## src/hdl/imasd_pkg.sv

```systemverilog
// ----------------------------------------------------------------------------
// IMA ADPCM stream decoder package
// Shared types, constants and the step size table of the 4-bit decoder.
// ----------------------------------------------------------------------------
`default_nettype none

package imasd_pkg;

  localparam int MAX_CHANNELS_DEF = 2;
  localparam int STEP_ENTRIES     = 89;
  localparam logic [6:0] IDX_MAX  = 7'd88;
  localparam logic [3:0] HDR_BYTES_CH = 4'd4;

  localparam logic [1:0] HDR_PRED_LO = 2'd0;
  localparam logic [1:0] HDR_PRED_HI = 2'd1;
  localparam logic [1:0] HDR_INDEX   = 2'd2;
  localparam logic [1:0] HDR_RSVD    = 2'd3;

  typedef logic signed [15:0] sample_t;
  typedef logic [6:0] step_idx_t;
  typedef logic [14:0] step_t;

  typedef struct packed {
    sample_t   pred;
    step_idx_t idx;
  } nib_state_t;

  localparam step_t STEP_TAB [STEP_ENTRIES] = '{
    15'd7, 15'd8, 15'd9, 15'd10, 15'd11, 15'd12, 15'd13, 15'd14, 15'd16, 15'd17,
    15'd19, 15'd21, 15'd23, 15'd25, 15'd28, 15'd31, 15'd34, 15'd37, 15'd41, 15'd45,
    15'd50, 15'd55, 15'd60, 15'd66, 15'd73, 15'd80, 15'd88, 15'd97, 15'd107, 15'd118,
    15'd130, 15'd143, 15'd157, 15'd173, 15'd190, 15'd209, 15'd230, 15'd253, 15'd279,
    15'd307, 15'd337, 15'd371, 15'd408, 15'd449, 15'd494, 15'd544, 15'd598, 15'd658,
    15'd724, 15'd796, 15'd876, 15'd963, 15'd1060, 15'd1166, 15'd1282, 15'd1411,
    15'd1552, 15'd1707, 15'd1878, 15'd2066, 15'd2272, 15'd2499, 15'd2749, 15'd3024,
    15'd3327, 15'd3660, 15'd4026, 15'd4428, 15'd4871, 15'd5358, 15'd5894, 15'd6484,
    15'd7132, 15'd7845, 15'd8630, 15'd9493, 15'd10442, 15'd11487, 15'd12635,
    15'd13899, 15'd15289, 15'd16818, 15'd18500, 15'd20350, 15'd22385, 15'd24623,
    15'd27086, 15'd29794, 15'd32767
  };

  function automatic step_t step_size(input step_idx_t idx);
    step_idx_t i;
    i = (idx > IDX_MAX) ? IDX_MAX : idx;
    return STEP_TAB[i];
  endfunction

endpackage

`default_nettype wire

```

## src/hdl/imasd_channels.sv

```systemverilog
// ----------------------------------------------------------------------------
// IMA ADPCM stream decoder channels
// Valid/ready channels for input bytes, decoded samples and configuration.
// ----------------------------------------------------------------------------
`default_nettype none

interface imasd_byte_if;
  logic       valid;
  logic       ready;
  logic [7:0] data_byte;
  logic       first_byte;
  modport source (output valid, output data_byte, output first_byte, input ready);
  modport sink (input valid, input data_byte, input first_byte, output ready);
endinterface

interface imasd_sample_if;
  logic              valid;
  logic              ready;
  imasd_pkg::sample_t sample;
  logic              channel;
  logic              last_of_byte;
  modport source (output valid, output sample, output channel, output last_of_byte,
                  input ready);
  modport sink (input valid, input sample, input channel, input last_of_byte,
                output ready);
endinterface

interface imasd_cfg_if;
  logic valid;
  logic ready;
  logic stereo;
  modport source (output valid, output stereo, input ready);
  modport sink (input valid, input stereo, output ready);
endinterface

`default_nettype wire

```

## src/hdl/ima_adpcm_stream_decoder_unit.sv

```systemverilog
// ----------------------------------------------------------------------------
// IMA ADPCM stream decoder
// Parses channel headers and decodes 4-bit IMA ADPCM bytes into PCM samples.
// ----------------------------------------------------------------------------
// A header byte produces nothing; a data byte is decoded one nibble at a
// time, because a single nibble decoder and the one sample output register
// handle one sample per cycle unless the output stalls. A byte is held in
// an input register while its nibbles are decoded, and the output register
// lets the next byte transfer while a finished sample waits to be taken.
`default_nettype none

module ima_adpcm_stream_decoder_unit #(
  parameter int MAX_CHANNELS = imasd_pkg::MAX_CHANNELS_DEF
) (
  input  wire logic      clk,
  input  wire logic      rst_n,
  imasd_byte_if.sink     in_ch,
  imasd_sample_if.source out_ch,
  imasd_cfg_if.sink      cfg_ch
);

  logic                 stereo_r;
  imasd_pkg::sample_t   pred_r [MAX_CHANNELS];
  imasd_pkg::step_idx_t idx_r [MAX_CHANNELS];
  logic [3:0]           hdr_cnt_r, hdr_cnt_nxt;
  logic [7:0]           lo_hold_r;

  logic       hold_vld_r, hold_vld_nxt;
  logic [7:0] hold_byte_r;
  logic       hold_first_r;
  logic       phase_r, phase_nxt;

  logic               out_vld_r, out_vld_nxt;
  imasd_pkg::sample_t out_sample_r;
  logic               out_chan_r;
  logic               out_last_r;

  logic       chans2;
  logic [3:0] hdr_len;
  logic [3:0] hc_eff;
  logic       is_hdr;
  logic       out_load;
  logic       do_data;
  logic       consume;
  logic       dec_ch;
  logic [3:0] dec_code;
  imasd_pkg::nib_state_t dec_cur, dec_upd;

  assign chans2   = stereo_r && (MAX_CHANNELS >= 2);
  assign hdr_len  = chans2 ? {imasd_pkg::HDR_BYTES_CH[2:0], 1'b0} : imasd_pkg::HDR_BYTES_CH;
  assign hc_eff   = hold_first_r ? 4'd0 : hdr_cnt_r;
  assign is_hdr   = !phase_r && (hc_eff < hdr_len);
  assign out_load = !out_vld_r || out_ch.ready;
  assign do_data  = hold_vld_r && !is_hdr && out_load;
  assign consume  = hold_vld_r && (is_hdr || (phase_r && out_load));
  assign dec_ch   = phase_r && chans2;
  assign dec_code = phase_r ? hold_byte_r[7:4] : hold_byte_r[3:0];

  assign dec_cur.pred = pred_r[dec_ch];
  assign dec_cur.idx  = idx_r[dec_ch];

  imasd_nibble_dec u_nib (
    .cur  (dec_cur),
    .code (dec_code),
    .upd  (dec_upd)
  );

  assign in_ch.ready  = !hold_vld_r || consume;
  assign cfg_ch.ready = 1'b1;

  assign out_ch.valid        = out_vld_r;
  assign out_ch.sample       = out_sample_r;
  assign out_ch.channel      = out_chan_r;
  assign out_ch.last_of_byte = out_last_r;

  always_comb begin
    hold_vld_nxt = hold_vld_r;
    if (consume) hold_vld_nxt = 1'b0;
    if (in_ch.valid && in_ch.ready) hold_vld_nxt = 1'b1;
    phase_nxt = phase_r;
    if (do_data) phase_nxt = !phase_r;
    hdr_cnt_nxt = hdr_cnt_r;
    if (hold_vld_r && is_hdr) hdr_cnt_nxt = hc_eff + 4'd1;
    out_vld_nxt = out_vld_r;
    if (out_ch.ready) out_vld_nxt = 1'b0;
    if (do_data) out_vld_nxt = 1'b1;
  end

  always_ff @(posedge clk) begin
    if (!rst_n) begin
      stereo_r   <= 1'b0;
      hold_vld_r <= 1'b0;
      phase_r    <= 1'b0;
      out_vld_r  <= 1'b0;
      hdr_cnt_r  <= 4'd0;
      lo_hold_r  <= 8'd0;
      for (int i = 0; i < MAX_CHANNELS; i++) begin
        pred_r[i] <= '0;
        idx_r[i]  <= '0;
      end
    end else begin
      hold_vld_r <= hold_vld_nxt;
      phase_r    <= phase_nxt;
      out_vld_r  <= out_vld_nxt;
      hdr_cnt_r  <= hdr_cnt_nxt;
      if (cfg_ch.valid && cfg_ch.ready) stereo_r <= cfg_ch.stereo;
      if (hold_vld_r && is_hdr && (int'(hc_eff[2]) < MAX_CHANNELS)) begin
        case (hc_eff[1:0])
          imasd_pkg::HDR_PRED_LO: lo_hold_r <= hold_byte_r;
          imasd_pkg::HDR_PRED_HI: pred_r[hc_eff[2]] <= {hold_byte_r, lo_hold_r};
          imasd_pkg::HDR_INDEX: begin
            idx_r[hc_eff[2]] <= (hold_byte_r > {1'b0, imasd_pkg::IDX_MAX}) ?
                                imasd_pkg::IDX_MAX : hold_byte_r[6:0];
          end
          imasd_pkg::HDR_RSVD: ;
          default: ;
        endcase
      end
      if (do_data) begin
        pred_r[dec_ch] <= dec_upd.pred;
        idx_r[dec_ch]  <= dec_upd.idx;
      end
    end
  end

  always_ff @(posedge clk) begin
    if (in_ch.valid && in_ch.ready) begin
      hold_byte_r  <= in_ch.data_byte;
      hold_first_r <= in_ch.first_byte;
    end
    if (do_data) begin
      out_sample_r <= dec_upd.pred;
      out_chan_r   <= dec_ch;
      out_last_r   <= phase_r;
    end
  end

  a_phase_needs_byte : assert property (@(posedge clk) disable iff (!rst_n)
    phase_r |-> hold_vld_r)
    else $error("second nibble pending without a held byte");

  a_first_sample_left : assert property (@(posedge clk) disable iff (!rst_n)
    (out_vld_r && !out_last_r) |-> !out_chan_r)
    else $error("first sample of a byte not on channel zero");

  a_hdr_cnt_bound : assert property (@(posedge clk) disable iff (!rst_n)
    hdr_cnt_r <= {imasd_pkg::HDR_BYTES_CH[2:0], 1'b0})
    else $error("header count beyond two headers");

  a_idx_bound : assert property (@(posedge clk) disable iff (!rst_n)
    idx_r[0] <= imasd_pkg::IDX_MAX)
    else $error("step index above table range");

  a_sample_held : assert property (@(posedge clk) disable iff (!rst_n)
    (out_vld_r && !out_ch.ready) |=> (out_vld_r && $stable(out_sample_r)))
    else $error("stalled sample changed");

endmodule

`default_nettype wire

```

## src/hdl/imasd_nibble_dec.sv

```systemverilog
// ----------------------------------------------------------------------------
// IMA ADPCM nibble decoder
// Decodes one 4-bit code against a channel's predictor and step index.
// ----------------------------------------------------------------------------
`default_nettype none

module imasd_nibble_dec (
  input  imasd_pkg::nib_state_t cur,
  input  logic [3:0]            code,
  output imasd_pkg::nib_state_t upd
);

  localparam logic signed [17:0] PRED_MIN = -18'sd32768;
  localparam logic signed [17:0] PRED_MAX = 18'sd32767;
  localparam logic signed [7:0]  NI_MAX   = 8'sd88;

  imasd_pkg::step_t  step;
  logic [16:0]       diff;
  logic signed [17:0] p_ext;
  logic signed [17:0] p_sum;
  logic signed [7:0] adj;
  logic signed [7:0] ni;

  always_comb begin
    step  = imasd_pkg::step_size(cur.idx);
    diff  = {5'd0, step[14:3]}
          + (code[2] ? {2'd0, step} : 17'd0)
          + (code[1] ? {3'd0, step[14:1]} : 17'd0)
          + (code[0] ? {4'd0, step[14:2]} : 17'd0);
    p_ext = {{2{cur.pred[15]}}, cur.pred};
    if (code[3]) begin
      p_sum = p_ext - $signed({1'b0, diff});
      if (p_sum < PRED_MIN) p_sum = PRED_MIN;
    end else begin
      p_sum = p_ext + $signed({1'b0, diff});
      if (p_sum > PRED_MAX) p_sum = PRED_MAX;
    end
    upd.pred = p_sum[15:0];

    adj = code[2] ? $signed({5'd0, code[1:0], 1'b0} + 8'd2) : -8'sd1;
    ni  = $signed({1'b0, cur.idx}) + adj;
    if (ni < 8'sd0) ni = 8'sd0;
    if (ni > NI_MAX) ni = NI_MAX;
    upd.idx = ni[6:0];
  end

endmodule

`default_nettype wire
```

## src/flat_wrapper.sv

```systemverilog
// flat-port wrapper written by rule: the top's interface ports become plain ports
module ima_adpcm_stream_decoder_unit_flat 
#(
  parameter int MAX_CHANNELS = imasd_pkg::MAX_CHANNELS_DEF
)
  (clk, rst_n, in_ch_valid, in_ch_data_byte, in_ch_first_byte, in_ch_ready, out_ch_valid, out_ch_sample, out_ch_channel, out_ch_last_of_byte, out_ch_ready, cfg_ch_valid, cfg_ch_stereo, cfg_ch_ready);
  imasd_byte_if in_ch_i ();
  imasd_sample_if out_ch_i ();
  imasd_cfg_if cfg_ch_i ();
  input  wire logic clk;
  input  wire logic rst_n;
  input wire logic [$bits(in_ch_i.valid)-1:0] in_ch_valid;
  input wire logic [$bits(in_ch_i.data_byte)-1:0] in_ch_data_byte;
  input wire logic [$bits(in_ch_i.first_byte)-1:0] in_ch_first_byte;
  output wire logic [$bits(in_ch_i.ready)-1:0] in_ch_ready;
  output wire logic [$bits(out_ch_i.valid)-1:0] out_ch_valid;
  output wire logic [$bits(out_ch_i.sample)-1:0] out_ch_sample;
  output wire logic [$bits(out_ch_i.channel)-1:0] out_ch_channel;
  output wire logic [$bits(out_ch_i.last_of_byte)-1:0] out_ch_last_of_byte;
  input wire logic [$bits(out_ch_i.ready)-1:0] out_ch_ready;
  input wire logic [$bits(cfg_ch_i.valid)-1:0] cfg_ch_valid;
  input wire logic [$bits(cfg_ch_i.stereo)-1:0] cfg_ch_stereo;
  output wire logic [$bits(cfg_ch_i.ready)-1:0] cfg_ch_ready;
  assign in_ch_i.valid = in_ch_valid;
  assign in_ch_i.data_byte = in_ch_data_byte;
  assign in_ch_i.first_byte = in_ch_first_byte;
  assign in_ch_ready = in_ch_i.ready;
  assign out_ch_valid = out_ch_i.valid;
  assign out_ch_sample = out_ch_i.sample;
  assign out_ch_channel = out_ch_i.channel;
  assign out_ch_last_of_byte = out_ch_i.last_of_byte;
  assign out_ch_i.ready = out_ch_ready;
  assign cfg_ch_i.valid = cfg_ch_valid;
  assign cfg_ch_i.stereo = cfg_ch_stereo;
  assign cfg_ch_ready = cfg_ch_i.ready;
  ima_adpcm_stream_decoder_unit #(.MAX_CHANNELS(MAX_CHANNELS)) u_core (.clk(clk), .rst_n(rst_n), .in_ch(in_ch_i), .out_ch(out_ch_i), .cfg_ch(cfg_ch_i));
endmodule
```

## config.mk

```make
export PLATFORM = sky130hd
export DESIGN_NAME = ima_adpcm_stream_decoder_unit_flat
export DESIGN_NICKNAME = d
export VERILOG_FILES = /design/src/hdl/imasd_pkg.sv /design/src/hdl/imasd_channels.sv /design/src/hdl/ima_adpcm_stream_decoder_unit.sv /design/src/hdl/imasd_nibble_dec.sv /design/src/flat_wrapper.sv
export SDC_FILE = /design/constraint.sdc
export NUM_CORES = 1
export LEC_CHECK = 0
export BUFFER_PORTS_ARGS = -buffer_cell sky130_fd_sc_hd__buf_2
export CAP_MARGIN = 20
export CORE_ASPECT_RATIO = 1.1
export CORE_MARGIN = 2
export CORE_UTILIZATION = 55
export CTS_CLUSTER_DIAMETER = 40
export CTS_CLUSTER_SIZE = 16
export DETAILED_ROUTE_END_ITERATION = 10
export PLACE_DENSITY = 0.73
export SYNTH_ARGS = -nofsm -noshare
export SYNTH_HDL_FRONTEND = slang
export SYNTH_SLANG_ARGS = --single-unit
```

## constraint.sdc

```tcl
create_clock -name clk -period 9.65 [get_ports clk]
set_input_delay 0 -clock clk [delete_from_list [all_inputs] [get_ports clk]]
set_output_delay 0 -clock clk [all_outputs]
set_load 0.05 [all_outputs]
```

==> reports/results.ini, run 1 <==
[worst_hold_path]
hold_class = in2reg

[place]
hpwl_microns = 22270
place.gp.congestion = 1.024
place_ws_ns = 0.3391
dp_cells = 1391
place_area_sq_um = 10080
portBuffers = 34

[clock_tree]
clkSinkCount = 89
clk-insertion-delay-late_ns = 0.35
path_clk_slew_ns = 0.07
ctsLongestPathBuffers = 2
cts_max_level = 3
cts-root-buf = clkbuf_16
cts_inserted_buffers = 9
cts_tree = yes

[synth]
synth_commonest_cells = nor2_1, inv_1, nand2_1
syn_inst = 1142
synth_area_sq_um = 9519
synth_most_common_cell = nor2_1
ys_async_sr_fraction_pct = 0
netlist_top_cells_area = edfxtp_1, ha_1, fa_1, nor2_1, a21oi_1
netlist.area_leader.share_pct = 23.03
syn_avg_cell_area_sq_um = 8.335
synth_top_area_cell = edfxtp_1
yosysWarnings = 0
synth.net_count = 1263
ys_seq_elements = 89
ys.flop_type = edfxtp_1
yosysUniqueCellTypes = 82
yosysSeqAreaShare_pct = 26.39
synth_edf_count = 73

[power_and_ir_drop]
p_leak_nw = 4.474
pwr_density_cell_nw_per_um2 = 242.2
ir_drop_mv = 0.3197

[setup_path]
worstPathMaxFanout = 14
cp-start-kind = flip-flop
slowest_stage = mux4_2
endpoint_kind = flip-flop
arrival_ns = 9.32
critPathKind = reg2reg
max_stage_delay_ns = 0.52
cp.required_ns = 9.82

[global_routing]
grt_use_total_pct = 32.67
grt_max_degree = 37
grt_pass1_vias = 8715
grt-ovfl-total = 0
grt_pass1_wl_microns = 46680
antenna_found_initial = 0

[timing]
post-route-period-util_pct = 94.80
tightest_slew_ns = 1.084
hold_violations = 0
slew_violations = 0
setup_viol = 0
setup_ws_ns = 0.5014
slew_headroom_pct = 25.68
fin_skew_ns = 0.007305
max_freq_ghz = 0.1093
fin_crit_ns = 9.149

[floorplanning]
coreArea_sq_um = 17020
io_pins = 36
initial_utilization_pct = 55.94
die_x_microns = 129.4
die_h_microns = 142.0
dieArea_sq_um = 18380
num_rows = 50

[finish]
nFillCells = 1550
layout-area-overhead-vs-synth_pct = 11.26
stdcell_area_sq_um = 10590
layout-drive-gt1-share_pct = 13.56
nNetsFinal = 1303
diodes = 0
finalNonFillerCells = 1421

[routing]
wl_per_cell_microns = 20.88
vias_per_cell = 6.313
drtIter0Drc = 1217
vias = 8971
dr.pass1.iters = 6
drc = 0
final_antenna_net_count = 0
wl_microns = 29680

[status]
status = complete, no violations

[job]
maxCapViolations = 0

## worst paths after layout
path / to / cells after the start / start / slack, ns
max: u_core.pred_r[0][11]$_SDFFCE_PN0P_ / 39 / u_core.chans2$_SDFFE_PN0P_ / 0.50
min: u_core.hold_vld_r$_SDFFE_PN0P_ / 2 / rst_n / 0.11
max reg2reg: u_core.pred_r[0][11]$_SDFFCE_PN0P_ / 39 / u_core.chans2$_SDFFE_PN0P_ / 0.50
min reg2reg: u_core.lo_hold_r[3]$_SDFFE_PN0P_ / 2 / u_core.lo_hold_r[3]$_SDFFE_PN0P_ / 0.47
## placed cells by master, fill, tap and decap left out, drive strengths merged, types with 18 or more instances in the layout
| cell type | n |
|---|---|
| a211oi | 20 |
| a21o | 18 |
| a21oi | 85 |
| a31oi | 20 |
| buf | 83 |
| edfxtp | 73 |
| fa | 28 |
| ha | 78 |
| inv | 98 |
| mux2i | 18 |
| nand2 | 87 |
| nand3 | 31 |
| nor2 | 126 |
| nor3 | 33 |
| o21ai | 54 |
| xnor2 | 38 |
## final cells by class
cell class | count | area (sq um) | share of cell area (%)
multi-input cells | 891 | 6472 | 61.11
inverters | 95 | 356.6 | 3.367
clock inverters | 7 | 65.06 | 0.6143
repair buffers | 96 | 665.6 | 6.285
well taps | 234 | 292.8 | 2.764
flip-flops and latches | 89 | 2514 | 23.73
clock buffers | 9 | 225.2 | 2.126
## layer usage
layer / track usage (%) / vias to the layer above / share of wire (%)
li1: - / 4190 / -
met1: 43.13 / 4212 / 41
met2: 53.35 / 475 / 47
met3: 5.226 / 94 / 8.1
met4: 13.75 / 0 / 4.0
met5: 0 / - / 0
## report_power, final
group	internal [mW]	switching, mW	total (mW)	leakage (nW)
registers	0.461	0.0139	0.475	0.860
clock network	0.180	0.159	0.339	0.139
logic	0.664	1.09	1.75	3.48
## cell families after synthesis
family / Yosys count / synth area share, %
multiplexers: 35 / 4.180
adder cells (fa/ha/maj): 106 / 16.14
flip-flops: 89 / 26.39
AND/OR/NAND/NOR: 361 / 17.71
XOR/XNOR: 48 / 4.416
AO/OA/AOI/OAI: 340 / 24.36
other: 1 / 0.03939
buffers and inverters: 162 / 6.769
## metrics by stage
step | TNS (ns) | total power [mW] | utilization, % | hold WS [ns]
after global placement | 0 | 2.134 | 59.21 | 0.1770
final | 0 | 2.565 | 62.24 | 0.1114
after CTS | 0 | 2.492 | 61.68 | 0.08962
after detailed placement | 0 | 2.142 | 59.21 | 0.1783
after floorplan | 0 | 1.727 | - | 0.09887
after global routing | -0.01613 | 2.737 | 62.24 | 0.1373
## timing repair
item,in CTS,in global routing
gates resized for setup,0,20
hold buffers,13,0
setup endpoints to repair,0,43
endpoints found under the hold margin,12,0
buffers inserted,0,0
## flip-flops by register name, summed over array words and instances, names as in the netlist
register,count
u_core.out_ch.channel,1
u_core.chans2,1
u_core.pred_r,32
u_core.hold_vld_r,1
u_core.phase_r,1
u_core.out_ch.last_of_byte,1
u_core.hdr_cnt_r,4
u_core.hold_first_r,1
u_core.idx_r,14
u_core.out_ch.valid,1
u_core.out_ch.sample,16
u_core.lo_hold_r,8
u_core.hold_byte_r,8
## worst max-delay path: cells and delay by family (launching register included)
kind            cells  cell delay [ns]
simple gates        9             1.46
fa+ha+maj           5             1.83
buf+inv             7             1.07
xor+xnor            1             0.18
compound gates     15             3.22
mux                 2             0.78
flops               1             0.42
Power figures use the tool's default switching activity.
==> run 2, diff against run 1 <==
Settings changed: ABC_AREA set to 1.
==> reports/results.ini, run 2 <==
[status]
status = complete, no violations  ; unchanged

[setup_path]
slowest_stage = dfxtp_1  ; was mux4_2
max_stage_delay_ns = 0.57  ; was 0.52 ns
crit_cells = 40  ; was 39
r2r_start = u_core.phase_r$_SDFFE_PN0P_  ; was u_core.chans2$_SDFFE_PN0P_
critPathLaunch = u_core.phase_r$_SDFFE_PN0P_  ; was u_core.chans2$_SDFFE_PN0P_
arrival_ns = 9.13  ; was 9.32 ns
endpoint_kind = flip-flop  ; unchanged
critPathKind = reg2reg  ; unchanged
cp_top_family = simple AND/OR/NAND/NOR gates  ; was compound AO/OA/AOI/OAI gates
rr_endpoint = u_core.pred_r[0][0]$_SDFFCE_PN0P_  ; was u_core.pred_r[0][11]$_SDFFCE_PN0P_
cp.required_ns = 9.83  ; was 9.82 ns
crit_end = u_core.pred_r[0][0]$_SDFFCE_PN0P_  ; was u_core.pred_r[0][11]$_SDFFCE_PN0P_
cp-start-kind = flip-flop  ; unchanged
worstPathMaxFanout = 32  ; was 14
r2r_cells = 40  ; was 39
cp_common_cell = nand2_1
ff2ff_setup_slack_ns = 0.69  ; was 0.50 ns
cp.buffers_inverters = 8  ; was 7

[synth]
yosysWarnings = 0  ; unchanged
ys_seq_elements = 89  ; unchanged
synth_edf_count = 73  ; unchanged
yosysSeqAreaShare_pct = 26.25  ; was 26.39%
synth_top_family_by_area = simple AND/OR/NAND/NOR gates  ; was compound AO/OA/AOI/OAI gates
yosysUniqueCellTypes = 49  ; was 82
synthAdderAreaFrac_pct = 16.05  ; was 16.14%
netlist.area_leader.share_pct = 22.90  ; was 23.03%
syn_avg_cell_area_sq_um = 6.703  ; was 8.335 sq um
synth.net_count = 1549  ; was 1,263
synthMuxAreaShare_pct = 0  ; was 4.180%
netlist_top_cells_area = edfxtp_1, nand2_1, ha_1, inv_1, nand3_1  ; was edfxtp_1, ha_1, fa_1, nor2_1, a21oi_1
synth_commonest_cells = nand2_1, inv_1, nor2_1  ; was nor2_1, inv_1, nand2_1
synth_compound_area_share_pct = 12.54  ; was 24.36%
yosys.area_share.simple_pct = 31.74  ; was 17.71%
ys.flop_type = edfxtp_1  ; unchanged
syn_inst = 1428  ; was 1,142
synth_most_common_cell = nand2_1  ; was nor2_1
ys_async_sr_fraction_pct = 0  ; unchanged
synth_top_area_cell = edfxtp_1  ; unchanged
synth_area_sq_um = 9572  ; was 9519 sq um
synth_xor_area_share_pct = 2.837  ; was 4.416%

[global_routing]
antenna_found_initial = 0  ; unchanged
grt_max_degree = 33  ; was 37
grt_pass1_vias = 8974  ; was 8,715
grt_pass1_wl_microns = 45130  ; was 46,680 microns
grt_use_total_pct = 31.21  ; was 32.67%
grt-ovfl-total = 0  ; unchanged

[floorplanning]
die_x_microns = 129.8  ; was 129.4 microns
num_rows = 50  ; unchanged
die_h_microns = 142.4  ; was 142.0 microns
coreArea_sq_um = 17020  ; unchanged
initial_utilization_pct = 56.25  ; was 55.94%
dieArea_sq_um = 18480  ; was 18,380 sq um
io_pins = 36  ; unchanged

[clock_tree]
cts_max_level = 3  ; unchanged
clkSinkCount = 89  ; unchanged
cts_tree = yes  ; unchanged
cts-root-buf = clkbuf_16  ; unchanged
ctsLongestPathBuffers = 2  ; unchanged
cts_inserted_buffers = 9  ; unchanged
clk-insertion-delay-late_ns = 0.35  ; about the same
path_clk_slew_ns = 0.07  ; about the same

[routing]
final_antenna_net_count = 0  ; unchanged
wl_per_cell_microns = 16.90  ; was 20.88 microns
wl_microns = 28680  ; was 29,680 microns
dr.pass1.iters = 5  ; was 6
drtIter0Drc = 750  ; was 1,217
drc = 0  ; unchanged
vias_per_cell = 5.599  ; was 6.313
vias = 9502  ; was 8,971

[place]
hpwl_microns = 22080  ; was 22,270 microns
place_area_sq_um = 9903  ; was 10,080 sq um
portBuffers = 34  ; unchanged
place.gp.congestion = 1.016  ; was 1.024

[power_and_ir_drop]
p_leak_nw = 5.248  ; was 4.474 nW
ir_drop_mv = 0.1803  ; was 0.3197 mV
pwr_density_cell_nw_per_um2 = 303.9  ; was 242.2 nW/um^2

[timing]
finalSetupTns_ns = 0  ; unchanged
slew_headroom_pct = 22.57  ; was 25.68%
post-route-period-util_pct = 92.82  ; was 94.80%
fin_crit_ns = 8.957  ; was 9.149 ns
hold_violations = 0  ; unchanged
max_freq_ghz = 0.1116  ; was 0.1093 GHz
fin_skew_ns = 0.01013  ; was 0.007305 ns
rsz0062_at_grt = no
setup_viol = 0  ; unchanged
tightest_slew_ns = 1.160  ; was 1.084 ns
slew_violations = 0  ; unchanged

[finish]
layout-area-overhead-vs-synth_pct = 8.052  ; was 11.26%
nFillCells = 1648  ; was 1,550
stdcell_area_sq_um = 10340  ; was 10,590 sq um
top_register = u_core.pred_r  ; unchanged
layout-drive-gt1-share_pct = 6.083  ; was 13.56%
largest_reg_flops = 32  ; unchanged
nNetsFinal = 1579  ; was 1,303
diodes = 0  ; unchanged
layout_commonest_cell = nand2_1  ; was nor2_1
final_cell_mix = nand2_1, inv_1, nor2_1  ; was nor2_1, inv_1, nand2_1

[job]
maxCapViolations = 0  ; unchanged

[worst_hold_path]
hold_class = in2reg  ; unchanged

run 2: worst min-delay path by stage:
stage | from | end | slack, ns | depth (start not counted)
2_1_floorplan | in_ch_data_byte[0] | u_core.hold_byte_r[0]$_DFFE_PP_ | 0.1 | 0
3_5_place_dp | in_ch_data_byte[5] | u_core.hold_byte_r[5]$_DFFE_PP_ | 0.18 | 1
5_1_grt | rst_n | u_core.lo_hold_r[2]$_SDFFE_PN0P_ | 0.06 | 3
3_3_place_gp | in_ch_data_byte[5] | u_core.hold_byte_r[5]$_DFFE_PP_ | 0.18 | 1
6_report | rst_n | u_core.lo_hold_r[2]$_SDFFE_PN0P_ | 0.04 | 3
4_1_cts | rst_n | u_core.lo_hold_r[6]$_SDFFE_PN0P_ | 0.03 | 3
run 2: worst reg2reg max path, delay by kind of cell (launching register included):
kind	cells	cell delay, ns
XOR/XNOR	1	0.23
flip-flops	1	0.57
buffers and inverters	8	1.02
AO/OA/AOI/OAI	7	1.62
adder cells (fa/ha/maj)	5	2.21
AND/OR/NAND/NOR	19	3.14
run 2: area by class of cell:
class	count	area, sq um	share of cell area [%]
Sequential cell	89	2512	24.29
Multi-Input combinational cell	1089	6055	58.54
Clock inverter	2	17.52	0.1694
Clock buffer	14	286.5	2.770
Timing Repair Buffer	59	390.4	3.775
Inverter	210	788.3	7.622
Tap cell	234	292.8	2.831
run 2: through the flow:
step	worst slack (ns)	power, mW	util, %	hold WS (ns)	instances
floorplan	2.564	2.176	-	0.09887	1428
global placement	0.7152	2.738	58.20	0.1773	1668
detailed placement	0.6372	2.739	58.20	0.1785	1668
CTS	0.5893	3.104	60.75	0.03424	1697
global route	0.008499	3.415	60.78	0.05840	1697
finish	0.6925	3.143	60.78	0.04345	1697
run 2: what timing repair did:
item,CTS,global route
resized for setup,0,2
setup buffers,0,0
setup endpoints to repair,0,30
hold buffers,13,0
endpoints found under the hold margin,12,0
run 2: power breakdown:
part | leakage, nW | internal, mW | switching (mW)
sequential | 0.860 | 0.473 | 0.0126
clock | 0.147 | 0.207 | 0.148
combinational | 4.24 | 0.713 | 1.59
run 2: kinds of logic (layout without fill, tap and decap cells):
family                   count (synthesis)  in the layout
buffers and inverters                  250            285
AO/OA/AOI/OAI                          216            216
XOR/XNOR                                31             31
AND/OR/NAND/NOR                        735            735
flip-flops                              89             89
other                                    1              1
adder cells (fa/ha/maj)                106            106
run 2: metal layers:
metal	vias up	part of all wire (%)	track usage, %
li1	4655	-	-
met1	4323	41	39.25
met2	425	48	52.05
met3	99	6.9	5.414
met4	0	4.9	14.43
met5	-	0	0
==> run 3, diff against run 2 <==
Settings changed: SYNTH_HIERARCHICAL set to 1.
==> reports/results.ini, run 3 <==
[routing]
wl_per_cell_microns = 15.73  ; was 16.90 microns
vias = 9615  ; was 9,502
dr.pass1.iters = 6  ; was 5
final_antenna_net_count = 0  ; unchanged
drc = 0  ; unchanged
wl_microns = 27410  ; was 28,680 microns
vias_per_cell = 5.516  ; was 5.599
drtIter0Drc = 1040  ; was 750

[timing]
setup_ws_ns = 0.9550  ; was 0.6925 ns
fin_crit_ns = 8.695  ; was 8.957 ns
slew_headroom_pct = 48.66  ; was 22.57%
tightest_slew_ns = 0.7693  ; was 1.160 ns
slew_violations = 0  ; unchanged
post-route-period-util_pct = 90.10  ; was 92.82%
finalSetupTns_ns = 0  ; unchanged
hold_violations = 0  ; unchanged
max_freq_ghz = 0.1150  ; was 0.1116 GHz
rsz0062_at_grt = no  ; unchanged
setup_viol = 0  ; unchanged
fin_skew_ns = 0.006202  ; was 0.01013 ns

[synth]
yosysWarnings = 6  ; was 0
synth_most_common_cell = nand2_1  ; unchanged
syn_inst = 1473  ; was 1,428
yosysSeqAreaShare_pct = 25.61  ; was 26.25%
synth_area_sq_um = 9809  ; was 9572 sq um
synth_edf_count = 73  ; unchanged
ys.flop_type = edfxtp_1  ; unchanged
synth_top_area_cell = edfxtp_1  ; unchanged
synth_commonest_cells = nand2_1, inv_1, nor2_1  ; unchanged
ys_seq_elements = 89  ; unchanged
yosysUniqueCellTypes = 48  ; was 49
syn_avg_cell_area_sq_um = 6.659  ; was 6.703 sq um
netlist.area_leader.share_pct = 22.35  ; was 22.90%
netlist_top_cells_area = edfxtp_1, nand2_1, ha_1, inv_1, nor2_1  ; was edfxtp_1, nand2_1, ha_1, inv_1, nand3_1
synth.net_count = 1594  ; was 1,549
ys_async_sr_fraction_pct = 0  ; unchanged

[clock_tree]
cts-resized-gates = 0  ; unchanged
clk-insertion-delay-late_ns = 0.34  ; was 0.35 ns
cts_tree = yes  ; unchanged
ctsLongestPathBuffers = 2  ; unchanged
cts_max_level = 3  ; unchanged
path_clk_slew_ns = 0.06  ; was 0.07 ns
cts-root-buf = clkbuf_16  ; unchanged
clkSinkCount = 89  ; unchanged
cts_inserted_buffers = 9  ; unchanged

[global_routing]
grt_max_degree = 45  ; was 33
grt_use_met3_pct = 3.926  ; was 5.414%
grt_busiest_layer = met2  ; unchanged
gr-usage-met2_pct = 49.45  ; was 52.05%
grtUsageMet1_pct = 38.98  ; was 39.25%
grt-ovfl-total = 0  ; unchanged
grt_use_total_pct = 29.24  ; was 31.21%
antenna_found_initial = 0  ; unchanged
grt_pass1_wl_microns = 44730  ; was 45,130 microns
grt_pass1_vias = 9035  ; was 8,974

[floorplanning]
initial_utilization_pct = 55.70  ; was 56.25%
coreArea_sq_um = 17610  ; was 17,020 sq um
die_x_microns = 131.3  ; was 129.8 microns
io_pins = 36  ; unchanged
num_rows = 51  ; was 50
dieArea_sq_um = 18920  ; was 18,480 sq um
die_h_microns = 144.1  ; was 142.4 microns

[setup_path]
cp.buffers_inverters = 7  ; was 8
arrival_ns = 8.77  ; was 9.13 ns
max_stage_delay_ns = 0.55  ; was 0.57 ns
slowest_stage = fa_1  ; was dfxtp_1
critPathKind = reg2reg  ; unchanged
endpoint_kind = flip-flop  ; unchanged
cp-start-kind = flip-flop  ; unchanged
cp_top_family = simple AND/OR/NAND/NOR gates  ; unchanged
cp_common_cell = nand2_1  ; unchanged
worstPathMaxFanout = 25  ; was 32
cp.required_ns = 9.73  ; was 9.83 ns

[finish]
nNetsFinal = 1621  ; was 1,579
layout-area-overhead-vs-synth_pct = 7.513  ; was 8.052%
diodes = 0  ; unchanged
register_area_sq_um = 2512  ; unchanged
layout-drive-gt1-share_pct = 7.309  ; was 6.083%
final_cell_mix = nand2_1, inv_1, nor2_1  ; unchanged
largest_reg_flops = 32  ; unchanged
top_register = u_core/pred_r  ; was u_core.pred_r
layout_commonest_cell = nand2_1  ; unchanged
nFillCells = 1712  ; was 1,648
multi_input_area_sq_um = 6287  ; was 6055 sq um

[job]
maxCapViolations = 0  ; unchanged

[power_and_ir_drop]
p_leak_nw = 5.434  ; was 5.248 nW
comb_power_share_pct = 68.7  ; was 73.3%
seq_power_share_pct = 18.0  ; was 15.4%
p_switching_mw = 1.395  ; was 1.751 mW
p_int_mw = 1.234  ; was 1.393 mW
pwr_density_cell_nw_per_um2 = 249.2  ; was 303.9 nW/um^2
ir_drop_mv = 0.1982  ; was 0.1803 mV
clock_power_share_pct = 13.4  ; was 11.3%
switching_share_pct = 53.07  ; was 55.69%

[place]
place.gp.congestion = 1.010  ; was 1.016
hpwl_microns = 21330  ; was 22,080 microns
place_ws_ns = 1.042  ; was 0.6372 ns
portBuffers = 34  ; unchanged

[worst_hold_path]
hold_class = in2reg  ; unchanged

[status]
status = complete, no violations  ; unchanged

## run 3: changes by cell type after synthesis, sizes merged, moves of 3 or more
cell and delta:
o21a +4, or2 -3, nor4 -3, o22ai -4, nand3 -8, nand4 +9, xor2 -4, inv -6
nor2 +24, a21oi -6, nand2 +50
## run 3: timing repair
item	CTS	global route
buffers inserted	0	0
hold buffers	12	0
hold endpoints to repair	11	0
## run 3: metrics by stage
stage               power, mW  hold WS (ns)  area (sq um)  cells  util [%]
floorplan               1.822       0.09887          9809   1473         -
global placement        2.230        0.1767         10120   1715     57.49
detailed placement      2.221        0.1783         10120   1715     57.49
CTS                     2.595        0.1155         10550   1743     59.88
global route            2.881        0.1343         10550   1743     59.88
finish                  2.629        0.1204         10550   1743     59.88
## run 3: worst paths after layout
check | start | endpoint | slack [ns] | depth (start not counted)
worst min-delay path | rst_n | u_core/hdr_cnt_r[1]$_SDFFE_PN0N_ | 0.12 | 3
worst min register to register | u_core/lo_hold_r[1]$_SDFFE_PN0P_ | u_core/lo_hold_r[1]$_SDFFE_PN0P_ | 0.46 | 2
worst max register to register | u_core/phase_r$_SDFFE_PN0N_ | u_core/pred_r[0][6]$_SDFFCE_PN0P_ | 0.96 | 45
worst max-delay path | u_core/phase_r$_SDFFE_PN0N_ | u_core/pred_r[0][6]$_SDFFCE_PN0P_ | 0.96 | 45
## run 3: cell families after synthesis
family / count (synthesis) / synth area share, %
and+or+nand+nor: 801 / 34.63
buffers and inverters: 246 / 10.33
AOI/OAI and AO/OA: 203 / 11.31
adders and majority gates: 106 / 15.66
DFF: 89 / 25.61
xor gates and xnor gates: 27 / 2.411
other: 1 / 0.03823
## run 3: final cells by class
class                      count  area share (%)
sequential                    89           23.82
tap                          238           2.824
timing repair buffer          58           3.607
multi-input combinational   1138           59.62
clock inverter                 7          0.7237
clock buffer                   9           2.135
inverter                     204           7.272
## run 3: worst reg2reg max path, delay by kind of cell, from the launching register on
| family | cells | cell delay, ns |
|---|---|---|
| xor+xnor | 1 | 0.20 |
| fa+ha+maj | 5 | 2.02 |
| buf+inv | 7 | 1.07 |
| simple gates | 21 | 2.57 |
| compound gates | 11 | 2.17 |
| flops | 1 | 0.42 |
## run 3: power by group through the flow
stage | Combinational, mW | Sequential [mW] | Clock, mW
final | 1.80 | 0.472 | 0.351
after global routing | 2.04 | 0.474 | 0.369
after CTS | 1.77 | 0.472 | 0.357
after detailed placement | 1.74 | 0.481 | 0
after global placement | 1.75 | 0.481 | 0
after floorplan | 1.32 | 0.498 | 0
## run 3: per-layer routing
metal | vias to the layer above | share of wire [%]
met5 | - | 0
met3 | 79 | 7.5
met2 | 394 | 46
met4 | 0 | 3.1
met1 | 4373 | 43
li1 | 4769 | -
